$ cat config.mk
export PLATFORM = sky130hd
export DESIGN_NAME = mtg_outq
export DESIGN_NICKNAME = d
export VERILOG_FILES = /design/src/hw/rtl/mtg_pkg.sv /design/src/hw/rtl/mtg_outq.sv
export SDC_FILE = /design/constraint.sdc
export NUM_CORES = 1
export LEC_CHECK = 0
export BUFFER_PORTS_ARGS = -buffer_cell sky130_fd_sc_hd__buf_2
export CORE_ASPECT_RATIO = 2
export CORE_MARGIN = 5
export CORE_UTILIZATION = 48
export CTS_CLUSTER_SIZE = 24
export DETAILED_ROUTE_END_ITERATION = 10
export PLACE_DENSITY = 0.68
export REMOVE_ABC_BUFFERS = 1
export SYNTH_ARGS = -nofsm -noshare
export SYNTH_HDL_FRONTEND = slang
export SYNTH_SLANG_ARGS = --single-unit
$ cat constraint.sdc
create_clock -name clk -period 3.3 [get_ports clk]
set_clock_uncertainty 0.15 [all_clocks]
set_input_delay 0.33 -clock clk [delete_from_list [all_inputs] [get_ports clk]]
set_output_delay 0.33 -clock clk [all_outputs]
set_load 0.05 [all_outputs]
$ cat src/hw/rtl/mtg_pkg.sv
// mtg_pkg: shared constants, types and functions for the MT19937 generator.
// Used by the front end, the engine, the output queue and the top level.
// No dependencies.
package mtg_pkg;

  localparam int STATE_WORDS  = 624;
  localparam int SHIFT_OFFSET = 397;
  localparam int TWIST_WRAP   = STATE_WORDS - SHIFT_OFFSET;
  localparam int WARMUP_STEPS = 51;
  localparam int MAX_RUN      = 64;
  localparam int ADDR_W       = 10;
  localparam int WORD_W       = 32;
  localparam int COUNT_W      = 7;
  localparam int OUTQ_DEPTH   = 4;
  localparam int OUTQ_PTR_W   = 2;
  localparam int OUTQ_CNT_W   = 3;

  localparam logic [WORD_W-1:0] LCG_MULT     = 32'd69069;
  localparam logic [WORD_W-1:0] RESET_SEED   = 32'd1958;
  localparam logic [WORD_W-1:0] TWIST_MATRIX = 32'h9908_B0DF;
  localparam logic [WORD_W-1:0] TEMPER_B     = 32'h9D2C_5680;
  localparam logic [WORD_W-1:0] TEMPER_C     = 32'hEFC6_0000;

  localparam logic OP_GENERATE = 1'b0;
  localparam logic OP_RESEED   = 1'b1;

  typedef logic [WORD_W-1:0]  word_t;
  typedef logic [ADDR_W-1:0]  addr_t;
  typedef logic [COUNT_W-1:0] count_t;

  typedef struct packed {
    logic   reseed;
    count_t count;
  } cmd_t;

  typedef struct packed {
    logic  valid;
    logic  last;
    word_t number;
  } res_t;

  function automatic word_t temper(input word_t y_in);
    word_t y;
    y = y_in;
    y = y ^ (y >> 11);
    y = y ^ ((y << 7) & TEMPER_B);
    y = y ^ ((y << 15) & TEMPER_C);
    y = y ^ (y >> 18);
    return y;
  endfunction

  function automatic word_t twist_word(input word_t cur, input word_t nxt, input word_t far);
    word_t y;
    word_t ya;
    y  = {cur[WORD_W-1], nxt[WORD_W-2:0]};
    ya = y >> 1;
    if (y[0]) begin
      ya = ya ^ TWIST_MATRIX;
    end
    return far ^ ya;
  endfunction

endpackage

$ cat src/hw/rtl/mtg_outq.sv
// mtg_outq: four-entry result queue between the engine and the output stream.
// Depends on mtg_pkg.
module mtg_outq import mtg_pkg::*; (
  input  logic                  clk,
  input  logic                  rst,
  input  res_t                  res,
  output logic [OUTQ_CNT_W-1:0] fill,
  output logic                  out_valid,
  input  logic                  out_ready,
  output word_t                 out_number,
  output logic                  out_last
);

  word_t           num_q  [OUTQ_DEPTH];
  logic            last_q [OUTQ_DEPTH];
  logic [OUTQ_PTR_W-1:0] rd_ptr;
  logic [OUTQ_PTR_W-1:0] wr_ptr;
  logic            pop;

  assign out_valid  = !rst && (fill != '0);
  assign out_number = num_q[rd_ptr];
  assign out_last   = last_q[rd_ptr];
  assign pop        = out_valid && out_ready;

  always_ff @(posedge clk) begin
    if (res.valid) begin
      num_q[wr_ptr]  <= res.number;
      last_q[wr_ptr] <= res.last;
    end
  end

  always_ff @(posedge clk) begin
    if (rst) begin
      rd_ptr <= '0;
      wr_ptr <= '0;
      fill   <= '0;
    end else begin
      if (res.valid) begin
        wr_ptr <= wr_ptr + OUTQ_PTR_W'(1);
      end
      if (pop) begin
        rd_ptr <= rd_ptr + OUTQ_PTR_W'(1);
      end
      case ({res.valid, pop})
        2'b10:   fill <= fill + OUTQ_CNT_W'(1);
        2'b01:   fill <= fill - OUTQ_CNT_W'(1);
        default: fill <= fill;
      endcase
    end
  end

endmodule

==> metrics <==
Root Buffer=clkbuf_16; grt ovf=0; Buffers on Ports=73; layout cells sized above 1=40.1%; 1st-pass router iterations=4; Post-Syn Area per Cell=23.7 um2; post-synthesis sequential area ratio=78.8%; P&R area growth vs syn=25.9%; Gate Count Post-Synth=222; critical path data required time=2.82 ns; Worst-path clk slew=0.05 ns; die height=158 um; Rows=54; most common cell after layout, fill and taps aside=edfxtp_1; largest net degree at the start of global routing=34; Synth Area in Simple Gates=1.40%; die area=0.0133 mm2; fill count=821; CTS Buf Count=17; multiplexer share of the synthesized area=14.5%; commonest non-fill, non-tap cells in the layout=132 x edfxtp_1, 73 x buf_2, 33 x dlygate4sd3_1; CTS tree=done; area of the multi-input gates=0.00100 mm2; worst rel slew slack=39.4%; Max rail drop VDD=496 uV; nets=384; status=finished, final reports clean; WL met2=5020 um; met3 wire length=444 um; Setup TNS=0 ns; gpl congestion=0.706; vias per inst=5.11; HP Class=input pin to flop; synth warn=0; Sequential Power Share=45.0%; CP Launch Type=flop; first-pass GRT wire length=14700 um; core area=0.0108 mm2; CTS sink count=141; Yosys reg bits=141; Max Root-Sink Buffers=2; fmax=0.386 GHz; max-cap violations=0; Final min period=2.59 ns; final hold vios=0; clock latency on the worst-skew pair=0.40 ns; synthesized cell area=0.00526 mm2; Crit Path Max Fanout=14; Seq. cell area=0.00415 mm2; power per cell area=711 mW/mm2; Pwr Total=4.70 mW; Sw Ratio=27.0%; Residual DRC=0; Metal-1 WL=3270 um; 1st-iter DRT viols=142; Setup Viol. Count Final=0; number of global-route vias before repair=2793; Clk pwr share=37.3%; pin slew with the least headroom to its limit=0.909 ns; antenna violations before repair=1; IO Pins=74; worst hold margin=0.0714 ns; static leakage=2.30 nW; xor/xnor share of the synthesized area=0.833%; RSZ-0062 raised after global routing=no; final period utilization=78.5%; Crit. End Element=output pin; WS Path Type=flop to output pin; CTS HTree Levels=4; Adder-Cell Fraction of Synth Area=1.57%; post-DP HPWL=5560 um; routed via count=2520; WL final=8990 um; Final Max Tran Viols=0; Die W=84.0 um; GR Util All Layers=15.1%; Top Metal Used=met4; Pint=3.43 mW; P_sw=1.27 mW; WL/cell=18.2 um; DRT antenna net count=0; Compound-Gate Fraction of Synth Area=0.595%; Combinational Power Share=17.7%; synth unique cells=22; arrival time at the worst endpoint=2.11 ns; largest family of logic cells by synthesized area=multiplexers; Starting Density=48.6%
## cells by family after synthesis
group | Yosys count
AOI/OAI and AO/OA | 5
muxes | 34
xor gates and xnor gates | 5
buffers and inverters | 15
adders and majority gates | 6
DFF | 141
and+or+nand+nor | 16
## path summary, 6_finish.rpt
check	startpoint	depth (start not counted)	slack, ns	to
worst min-delay path	rst	2	0.07	wr_ptr[0]
worst max-delay path	flop	3	0.71	out_number[31]
worst min register to register	rd_ptr[0]	2	0.38	rd_ptr[0]
worst max register to register	fill[0]	8	1.12	fill[2]
## what timing repair did
| action | in CTS | in global routing |
|---|---|---|
| hold buffers | 33 | 0 |
| buffers inserted | 0 | 0 |
| gates resized for setup | 0 | 0 |
| setup endpoints to repair | 0 | 0 |
| hold endpoints to repair | 131 | 0 |
## routing by layer
layer	global-route usage, %	vias to the layer above
li1	-	1155
met3	5.10	18
met5	0	-
met2	26.3	66
met1	16.3	1281
met4	7.52	0
## synthesized netlist by cell type (all sizes together)
| library cell | n | area (um2) |
|---|---|---|
| ha | 5 | 62.6 |
| nor3 | 1 | 5.00 |
| o311ai | 1 | 8.76 |
| xnor2 | 1 | 8.76 |
| dfxtp | 9 | 180 |
| nor2 | 10 | 37.5 |
| mux4 | 33 | 754 |
| mux2i | 1 | 10.0 |
| xor2 | 4 | 35.0 |
| fa | 1 | 20.0 |
| clkbuf | 2 | 7.51 |
| o21ai | 1 | 5.00 |
| or3 | 1 | 6.26 |
| a21oi | 2 | 10.0 |
| edfxtp | 132 | 3960 |
| buf | 7 | 86.3 |
| inv | 6 | 22.5 |
| and2 | 4 | 25.0 |
| o31ai | 1 | 7.51 |
## metrics by stage
stage | utilization (%) | instances | area (um2) | setup WS, ns
2_1_floorplan | - | 213 | 5160 | 0.412
3_3_place_gp | 53.0 | 429 | 5730 | 1.07
3_5_place_dp | 53.0 | 429 | 5730 | 1.07
4_1_cts | 61.2 | 492 | 6620 | 0.633
5_1_grt | 61.2 | 493 | 6620 | 0.544
6_report | 61.2 | 493 | 6620 | 0.710
## worst max-delay path: stages, from the launching register on
cell     delay [ns]
dfxtp_2        0.63
buf_4          0.30
mux4_1         0.55
buf_2          0.22
## area by class of cell
type | instances | area share [%]
Multi-Input combinational cell | 66 | 15.1
Inverter | 6 | 0.340
Clock buffer | 17 | 6.43
Sequential cell | 141 | 62.6
Antenna cell | 1 | 0.0378
Timing Repair Buffer | 109 | 10.9
Clock inverter | 13 | 1.93
Tap cell | 140 | 2.65
## registers in the layout, indices dropped and copies added (netlist names), named ones only
signal	flops
wr_ptr	2
fill	3
last_q	4
rd_ptr	2
num_q	128
## power groups by stage
stage	sequential [mW]	combinational, mW	clock [mW]
after floorplan	2.18	0.575	0
after CTS	2.12	0.847	1.79
after global routing	2.13	0.882	1.88
final	2.12	0.831	1.75
after detailed placement	2.16	0.814	0
after global placement	2.15	0.808	0
No activity file was read; power rests on OpenSTA's default activity.
