===== src/hw/rtl/mtg_pkg.sv =====
// mtg_pkg: shared constants, types and functions for the MT19937 generator.
// Used by the front end, the engine, the output queue and the top level.
// No dependencies.
package mtg_pkg;

  localparam int STATE_WORDS  = 624;
  localparam int SHIFT_OFFSET = 397;
  localparam int TWIST_WRAP   = STATE_WORDS - SHIFT_OFFSET;
  localparam int WARMUP_STEPS = 51;
  localparam int MAX_RUN      = 64;
  localparam int ADDR_W       = 10;
  localparam int WORD_W       = 32;
  localparam int COUNT_W      = 7;
  localparam int OUTQ_DEPTH   = 4;
  localparam int OUTQ_PTR_W   = 2;
  localparam int OUTQ_CNT_W   = 3;

  localparam logic [WORD_W-1:0] LCG_MULT     = 32'd69069;
  localparam logic [WORD_W-1:0] RESET_SEED   = 32'd1958;
  localparam logic [WORD_W-1:0] TWIST_MATRIX = 32'h9908_B0DF;
  localparam logic [WORD_W-1:0] TEMPER_B     = 32'h9D2C_5680;
  localparam logic [WORD_W-1:0] TEMPER_C     = 32'hEFC6_0000;

  localparam logic OP_GENERATE = 1'b0;
  localparam logic OP_RESEED   = 1'b1;

  typedef logic [WORD_W-1:0]  word_t;
  typedef logic [ADDR_W-1:0]  addr_t;
  typedef logic [COUNT_W-1:0] count_t;

  typedef struct packed {
    logic   reseed;
    count_t count;
  } cmd_t;

  typedef struct packed {
    logic  valid;
    logic  last;
    word_t number;
  } res_t;

  function automatic word_t temper(input word_t y_in);
    word_t y;
    y = y_in;
    y = y ^ (y >> 11);
    y = y ^ ((y << 7) & TEMPER_B);
    y = y ^ ((y << 15) & TEMPER_C);
    y = y ^ (y >> 18);
    return y;
  endfunction

  function automatic word_t twist_word(input word_t cur, input word_t nxt, input word_t far);
    word_t y;
    word_t ya;
    y  = {cur[WORD_W-1], nxt[WORD_W-2:0]};
    ya = y >> 1;
    if (y[0]) begin
      ya = ya ^ TWIST_MATRIX;
    end
    return far ^ ya;
  endfunction

endpackage


===== src/hw/rtl/mtg_front.sv =====
// mtg_front: accepts requests, drops empty runs, clamps counts, queues commands.
// Depends on mtg_pkg.
module mtg_front import mtg_pkg::*; (
  input  logic   clk,
  input  logic   rst,
  input  logic   in_valid,
  output logic   in_ready,
  input  logic   in_opcode,
  input  count_t in_count,
  output cmd_t   cmd,
  output logic   cmd_valid,
  input  logic   cmd_pop
);

  cmd_t       q [2];
  logic       rd_ptr;
  logic       wr_ptr;
  logic [1:0] fill;
  logic       keep;
  cmd_t       entry;

  assign in_ready  = !rst && (fill != 2'd2);
  assign keep      = in_valid && in_ready && ((in_opcode == OP_RESEED) || (in_count != '0));
  assign cmd       = q[rd_ptr];
  assign cmd_valid = (fill != 2'd0);

  always_comb begin
    entry.reseed = (in_opcode == OP_RESEED);
    entry.count  = (in_count > count_t'(MAX_RUN)) ? count_t'(MAX_RUN) : in_count;
  end

  always_ff @(posedge clk) begin
    if (keep) begin
      q[wr_ptr] <= entry;
    end
  end

  always_ff @(posedge clk) begin
    if (rst) begin
      rd_ptr <= 1'b0;
      wr_ptr <= 1'b0;
      fill   <= 2'd0;
    end else begin
      if (keep) begin
        wr_ptr <= !wr_ptr;
      end
      if (cmd_pop) begin
        rd_ptr <= !rd_ptr;
      end
      case ({keep, cmd_pop})
        2'b10:   fill <= fill + 2'd1;
        2'b01:   fill <= fill - 2'd1;
        default: fill <= fill;
      endcase
    end
  end

endmodule


===== config.mk =====
export PLATFORM = sky130hd
export DESIGN_NAME = mtg_front
export DESIGN_NICKNAME = d
export VERILOG_FILES = /design/src/hw/rtl/mtg_pkg.sv /design/src/hw/rtl/mtg_front.sv
export SDC_FILE = /design/constraint.sdc
export NUM_CORES = 1
export LEC_CHECK = 0
export BUFFER_PORTS_ARGS = -buffer_cell sky130_fd_sc_hd__buf_4
export CAP_MARGIN = 20
export CORE_MARGIN = 2
export CORE_UTILIZATION = 50
export DETAILED_ROUTE_END_ITERATION = 16
export PLACE_DENSITY = 0.75
export SYNTH_ARGS = -nofsm -noshare
export SYNTH_HDL_FRONTEND = slang
export SYNTH_SLANG_ARGS = --single-unit
export TNS_END_PERCENT = 10

===== constraint.sdc =====
create_clock -name clk -period 2.6 [get_ports clk]
set_input_delay 0.65 -clock clk [delete_from_list [all_inputs] [get_ports clk]]
set_output_delay 0.65 -clock clk [all_outputs]
set_load 0.02 [all_outputs]

==> flow_summary.yaml, run 1 <==
timing:
  slew_viol_final: 0
  fin_skew_ns: 0.002183
  fin_tns_setup_ns: 0
  finalSetupViolations: 0
  grt_setup_unrepaired: "no"
  fin_crit_sh: 0.8194
  finalHoldViolations: 0
  tightest_slew_ns: 0.7573
  clock.fmax_ghz: 0.4694
  period_needed_ns: 2.130
  slew-limit-headroom: 0.4932
  whs_ns: 0.4951
drt:
  first_iter_violations: 11
  wire_per_inst_um: 12.06
  vias: 508
  viasPerCell: 4.748
  wl_mm: 1.290
  drc_errors: 0
  ant_nets: 0
  first_pass_iters: 4
synth:
  synth_top_area_frac: 0.5341
  yosys_warnings: 0
  ys_types: 21
  yosysSeqAreaShare: 0.6453
  synth_fp_nets: 72
  synth_area_per_cell_um2: 15.25
  ys_top_cells_by_area: "edfxtp_1 53%, dfxtp_1 11%, mux2_2 10%"
  ys_ff_latch: 21
  synth_area_um2: 899.6
  syn-instance-count: 59
  yosysTopAreaCell: "edfxtp_1"
floorplan:
  fp.dieArea_um2: 2154
  fp.coreArea_um2: 1708
  rows: 15
  initial_core_util: 0.5267
  ios: 22
  fp.dieW_um: 46.42
  die_h_um: 46.42
placement:
  dp.cells: 103
  post-dp-hpwl_um: 976.1
  post_dp_cell_area_um2: 1075
  finalWeightedCongestion: 0.6318
  portBuffers: 21
power_and_ir_drop:
  powerDensity_nw_per_um2: 626.8
  vdd_drop_max_mv: 0.3945
  p_leak_uw: 0.0004330
final_layout:
  insertedDiodeCount: 0
  final_nets: 96
  layout-drive-gt1-share: 0.5244
  layout_common_cells: "21 x buf_4, 16 x edfxtp_1, 8 x mux2_2, 6 x and2b_2"
  area_growth_pct: 22.53
  final_cells: 107
  design_area_um2: 1102
  nFillCells: 136
  final_common_cell: "buf_4"
global_routing:
  grt_max_degree: 13
  grt_pass1_wl_mm: 1.945
  grt_antenna_before_repair: 0
  overflow: 0
  grt_usage: 0.1329
  grt_pass1_vias: 469
cts:
  clockRootBuffer: "clkbuf_4"
  cts_setup_buffers: 0
  worstSkewPairLatency_ns: 0.29
  cts_buffers: 3
  clk_pin_slew_worst_paths_ns: 0.11
  holdBufCountCts: 0
  h-tree-depth: 1
  clock-sinks: 21
  cts_resized: 0
  clockBufferDepth: 2
  tritoncts: "yes"
critical_path:
  crit_type: "input pin to flop"
  cp.arrival_ns: 2.35
  max_stage_delay_ns: 0.54
  worstSetupEndpointType: "flop"
  cp_max_fo: 4
  path_cells: "buf_4 -> or4_4 -> o2111ai_4 -> ha_1 -> or3_1 -> a21oi_1"
  critical_path_required_ns: 2.82
  cpMaxStageDelayCell: "or4_4"
  crit_path_start_kind: "input pin"
outcome:
  status: "finished, final reports clean"
run:
  maxCapViolations: 0
hold_path:
  worstHoldPathType: "flop to flop"
[layout make-up]
| class | count | area (µm²) | area share |
|---|---|---|---|
| well taps | 25 | 31.28 | 0.02838 |
| multi-input cells | 34 | 297.8 | 0.2701 |
| clock inverters | 1 | 5.005 | 0.004540 |
| clock buffers | 3 | 22.52 | 0.02043 |
| inverters | 2 | 7.507 | 0.006810 |
| flip-flops and latches | 21 | 580.6 | 0.5267 |
| repair buffers | 21 | 157.7 | 0.1430 |
[state kept, by name, summed over array words and instances (netlist names), named ones only]
name / cells
rd_ptr: 1
wr_ptr: 1
q: 16
fill: 2
[synthesized netlist by cell type]
library cell,count
mux2i_1,1
and2b_2,6
nor2_1,5
a21oi_1,1
and2_1,1
inv_1,2
o2111ai_4,1
or4_4,2
o21ai_0,1
nand2_1,1
edfxtp_1,16
mux2_2,8
xnor2_1,2
xor2_1,1
dlygate4sd3_1,1
or3_1,1
ha_1,1
or2_2,1
dfxtp_1,5
nand2b_1,1
clkbuf_1,1
[path summary, 6_finish.rpt]
kind                from      end  slack (ns)  depth (start not counted)
max          in_count[5]  fill[1]        0.47                          6
min               wr_ptr   wr_ptr        0.50                          1
max reg2reg      fill[0]  q[0][4]        0.90                          3
min reg2reg       wr_ptr   wr_ptr        0.50                          1
[stage by stage]
stage	total power (µW)	setup WS [ns]	util
6_report	690.9	0.4695	0.6454
5_1_grt	723.8	0.3995	0.6454
4_1_cts	699.8	0.4858	0.6454
3_5_place_dp	554.4	0.1588	0.6293
3_3_place_gp	551.7	0.2003	0.6293
2_1_floorplan	498.3	0.3570	-
[cells by family (layout without fill, tap and decap cells)]
logic type	Yosys count	in the layout	synth area share
simple gates	18	18	0.1363
mux	9	9	0.1113
flops	21	21	0.6453
compound gates	3	3	0.04033
xor+xnor	3	3	0.02921
fa+ha+maj	1	1	0.01391
buf+inv	4	27	0.02364
[critical path: cells and delay by family]
family	cells	cell delay, ns
buf+inv	1	0.11
fa+ha+maj	1	0.30
simple gates	2	0.89
compound gates	2	0.41
[where the power goes]
part	leakage [µW]	internal, µW	total [µW]	switching, µW
Combinational	0.000225	72.7	142	69.7
Clock	0.0000177	57.1	145	87.7
Sequential	0.000190	388	404	15.5
Total	0.000433	518	691	173
[per-layer routing]
layer / vias to the layer above / GRT usage / share of wire
met5: - / 0 / 0
met4: 0 / 0.05143 / 0
met3: 0 / 0.02353 / 0.035
met2: 10 / 0.2417 / 0.52
met1: 240 / 0.1523 / 0.44
li1: 258 / - / -
(Power assumes the default switching activity.)
==> inputs of run 2 (changes only) <==
clock period = 2.23 ns   (was 2.6 ns; I/O delays follow)
==> run 2 against run 1 <==
  * Highest routed layer is now met4
  * Critical path depth down 4
  * Critical path type is now flop to output pin
  * Clock power up 21%
  * Via count up 4.7%
  * Clock skew about the same
  * Worst hold slack worse by 0.050 ns
  * Non-clock buffer count up 3
  * Cell area up 2.0%
  * Final cell count up 2.8%
==> flow_summary.yaml, run 2 (synthesis results as in run 1) <==
cts:
  worstSkewPairLatency_ns: 0.29
  cts_resized: 0
  clockRootBuffer: "clkbuf_4"
  clockBufferDepth: 2
  cts_buffers: 3
  holdBufCountCts: 0
  h-tree-depth: 1
  cts_setup_buffers: 0
  clock-sinks: 21
  clk_pin_slew_worst_paths_ns: 0.11
  tritoncts: "yes"
floorplan:
  ios: 22
  fp.dieArea_um2: 2154
  rows: 15
  initial_core_util: 0.5267
  die_h_um: 46.42
  fp.dieW_um: 46.42
  fp.coreArea_um2: 1708
timing:
  period_needed_ns: 1.967
  tightest_slew_ns: 0.7144
  whs_ns: 0.4446
  fin_skew_ns: 0.002541
  grt_setup_unrepaired: "no"
  slew_viol_final: 0
  slew-limit-headroom: 0.5220
  finalHoldViolations: 0
  finalSetupViolations: 0
  clock.fmax_ghz: 0.5085
  fin_crit_sh: 0.8819
drt:
  first_iter_violations: 7
  wire_per_inst_um: 12.38
  viasPerCell: 4.836
  ant_nets: 0
  first_pass_iters: 4
  drc_errors: 0
  vias: 532
  wl_mm: 1.362
global_routing:
  overflow: 0
  grt_antenna_before_repair: 0
  grt_usage: 0.1452
  grt_max_degree: 13
  grt_pass1_wl_mm: 2.090
  grt_pass1_vias: 519
placement:
  portBuffers: 21
  post-dp-hpwl_mm: 1.013
  finalWeightedCongestion: 0.6901
  post_dp_cell_area_um2: 1097
power_and_ir_drop:
  powerDensity_nw_per_um2: 726.7
  vdd_drop_max_mv: 0.4254
  finalPower_uw: 817.4
  p_leak_uw: 0.0004470
final_layout:
  final_nets: 99
  final_common_cell: "buf_4"
  design_area_um2: 1125
  largest_reg_flops: 16
  area_growth_pct: 25.03
  layout_common_cells: "24 x buf_4, 16 x edfxtp_1, 8 x mux2_2, 6 x and2b_2"
  insertedDiodeCount: 0
  reg_top3: "q: 16 flops, fill: 2 flops"
  layout-drive-gt1-share: 0.5412
  top_register: "q"
critical_path:
  cp.arrival_ns: 1.41
  critical_path_required_ns: 1.67
  cp_max_fo: 8
  rrSetupSlack_ns: 0.46
  worstSetupEndpointType: "output pin"
  crit_type: "flop to output pin"
  crit_path_start_kind: "flop"
outcome:
  status: "finished, final reports clean"
run:
  maxCapViolations: 0
hold_path:
  worstHoldPathType: "input pin to flop"
[run 2: cell count changes in the layout (fill, tap and decap cells not counted), sizes merged]
cell and delta:
buf +3
[run 2: where the power goes]
group / switching [µW] / internal, µW
Sequential: 19.5 / 452
Combinational: 80.3 / 90.0
Clock: 108 / 66.7
[run 2: worst paths after layout]
kind | cells past startpoint | endpoint | startpoint
min | 2 | fill[1] | rst
max reg2reg | 4 | q[0][4] | fill[0]
min reg2reg | 2 | fill[1] | fill[1]
max | 2 | cmd[1] | flop
[run 2: area by class of cell]
type / count / area, µm²
Tap cell: 25 / 31.28
Inverter: 2 / 7.507
Clock inverter: 1 / 5.005
Clock buffer: 3 / 22.52
Multi-Input combinational cell: 34 / 297.8
Sequential cell: 21 / 580.6
Fill cell: 119 / 583.1
Timing Repair Buffer: 24 / 180.2
[run 2: worst max-delay path, stage by stage, from the launching register on]
cell	delay, ns
dfxtp_1	0.57
mux2_2	0.39
buf_4	0.16
[run 2: routing by layer]
layer	up-vias	global-route usage	share of wire
li1	264	-	-
met1	254	0.1447	0.41
met2	12	0.2833	0.56
met3	2	0.02353	0.026
met4	0	0.06857	0.0081
met5	-	0	0
[run 2: per-stage QoR]
| stage | setup TNS [ns] | utilization | instances | worst slack (ns) |
|---|---|---|---|---|
| after global placement | 0 | 0.6425 | 106 | 0.01529 |
| after detailed placement | -0.009417 | 0.6425 | 106 | -0.009417 |
| final | 0 | 0.6586 | 110 | 0.2634 |
| after floorplan | 0 | - | 59 | 0.07949 |
| after CTS | 0 | 0.6586 | 110 | 0.2352 |
| after global routing | 0 | 0.6586 | 110 | 0.1875 |
==> inputs of run 3 (changes only) <==
MAX_ROUTING_LAYER = met4   (was not set)
==> run 3 against run 2 <==
  * Critical path type unchanged
  * Register-to-register slack hardly changed
  * Sequential share of layout area unchanged
  * Sequential power is essentially flat
  * Core utilization unchanged
  * Die area stayed put
  * Critical endpoint unchanged
  * Maximum frequency shrank 0.11%
  * First-iteration DRC count unchanged
==> flow_summary.yaml, run 3 (synthesis results as in run 1) <==
cts:
  cts_setup_buffers: 0
  h-tree-depth: 1
  tritoncts: "yes"
  clock-sinks: 21
  worstSkewPairLatency_ns: 0.29
  cts_buffers: 3
  clockRootBuffer: "clkbuf_4"
  clk_pin_slew_worst_paths_ns: 0.11
  cts_resized: 0
  clockBufferDepth: 2
  holdBufCountCts: 0
placement:
  finalWeightedCongestion: 0.6974
  post_dp_cell_area_um2: 1097
  portBuffers: 21
  dp.cells: 106
  dp_slack_ns: -0.009417
  post-dp-hpwl_mm: 1.013
final_layout:
  area_growth_pct: 25.03
  layout-drive-gt1-share: 0.5412
  insertedDiodeCount: 0
  largest_reg_flops: 16
  final_nets: 99
  final_common_cell: "buf_4"
  layout_common_cells: "24 x buf_4, 16 x edfxtp_1, 8 x mux2_2, 6 x and2b_2"
  final_cells: 110
  reg_top3: "q: 16 flops, fill: 2 flops"
  top_register: "q"
  final_core_util: 0.6586
  design_area_um2: 1125
timing:
  slew_viol_final: 0
  grt_setup_unrepaired: "no"
  fin_tns_setup_ns: 0
  period_needed_ns: 1.969
  finalHoldViolations: 0
  finalSetupViolations: 0
  worst_slack_ns: 0.2612
  clock.fmax_ghz: 0.5079
  tightest_slew_ns: 0.7143
  slew-limit-headroom: 0.5221
  fin_skew_ns: 0.002548
  fin_crit_sh: 0.8829
drt:
  first_iter_violations: 7
  first_pass_iters: 4
  viasPerCell: 4.827
  ant_nets: 0
  wire_per_inst_um: 12.42
  wl_mm: 1.366
  drc_errors: 0
  vias: 531
critical_path:
  rrSetupSlack_ns: 0.46
  critPathTopFamily: "flip-flops"
  cp_num_buf_inv: 1
  worstSetupEndpointType: "output pin"
  crit_type: "flop to output pin"
  path_cells: "mux2_2 -> buf_4"
  cp.arrival_ns: 1.41
  cp.depth: 2
  critical_path_required_ns: 1.67
  r2r_start: "fill[0]"
  max_stage_delay_ns: 0.57
  crit_end: "cmd[1]"
  reg2regPathDepth: 4
  cpMaxStageDelayCell: "dfxtp_1"
  r2r-end: "q[0][4]"
  crit_path_start_kind: "flop"
  cp_max_fo: 8
global_routing:
  grt_pass1_vias: 519
  grt_max_degree: 13
  grt_pass1_wl_mm: 2.083
  overflow: 0
  grt_antenna_before_repair: 0
  grt_usage: 0.1495
power_and_ir_drop:
  intPower_uw: 609.3
  pwr-share-seq: 0.577
  p_comb_frac: 0.208
  switching_power_uw: 209.2
  vdd_drop_max_mv: 0.4254
  power_frac_clock: 0.215
  powerDensity_nw_per_um2: 727.6
  p_sw_frac: 0.2556
  p_leak_uw: 0.0004470
floorplan:
  initial_core_util: 0.5267
  fp.coreArea_um2: 1708
  fp.dieW_um: 46.42
  ios: 22
  fp.dieArea_um2: 2154
  die_h_um: 46.42
  rows: 15
hold_path:
  min_from: "rst"
  worstHoldPathType: "input pin to flop"
outcome:
  status: "finished, final reports clean"
run:
  maxCapViolations: 0
run 3: worst min-delay path by stage:
stage,depth (start not counted),slack (ns),to
final,2,0.44,fill[1]
after global routing,2,0.44,rd_ptr
after CTS,2,0.44,fill[1]
after detailed placement,1,0.48,wr_ptr
after global placement,1,0.46,wr_ptr
after floorplan,1,0.45,wr_ptr
run 3: metrics by stage:
step	hold WS [ns]	power, µW
floorplan	0.4500	581.0
CTS	0.4423	822.5
global placement	0.4588	648.3
global route	0.4392	856.6
finish	0.4425	818.4
detailed placement	0.4828	652.5
run 3: per-layer routing:
metal | vias to the layer above | wire (µm) | GRT usage
li1 | 264 | - | -
met1 | 253 | 559 | 0.1447
met2 | 12 | 756 | 0.2833
met3 | 2 | 39 | 0.02353
met4 | 0 | 10 | 0.06857
met5 | - | 0 | -
run 3: power by group through the flow:
stage | logic (µW) | clock network (µW) | registers [µW]
2_1_floorplan | 110 | 0 | 471
3_3_place_gp | 169 | 0 | 479
3_5_place_dp | 171 | 0 | 482
4_1_cts | 172 | 178 | 473
5_1_grt | 186 | 194 | 477
6_report | 170 | 176 | 472
run 3: final cells by class:
cell class                      instances  area, µm²
Fill cell                             119      583.1
Tap cell                               25      31.28
Clock inverter                          1      5.005
Inverter                                2      7.507
Clock buffer                            3      22.52
Sequential cell                        21      580.6
Multi-Input combinational cell         34      297.8
Timing Repair Buffer                   24      180.2
run 3: worst register-to-register path: cells and delay by family, from the launching register on:
family                 cells  cell delay [ns]
DFF                        1             0.41
buffers and inverters      1             0.17
and+or+nand+nor            2             0.72
AOI/OAI and AO/OA          1             0.11
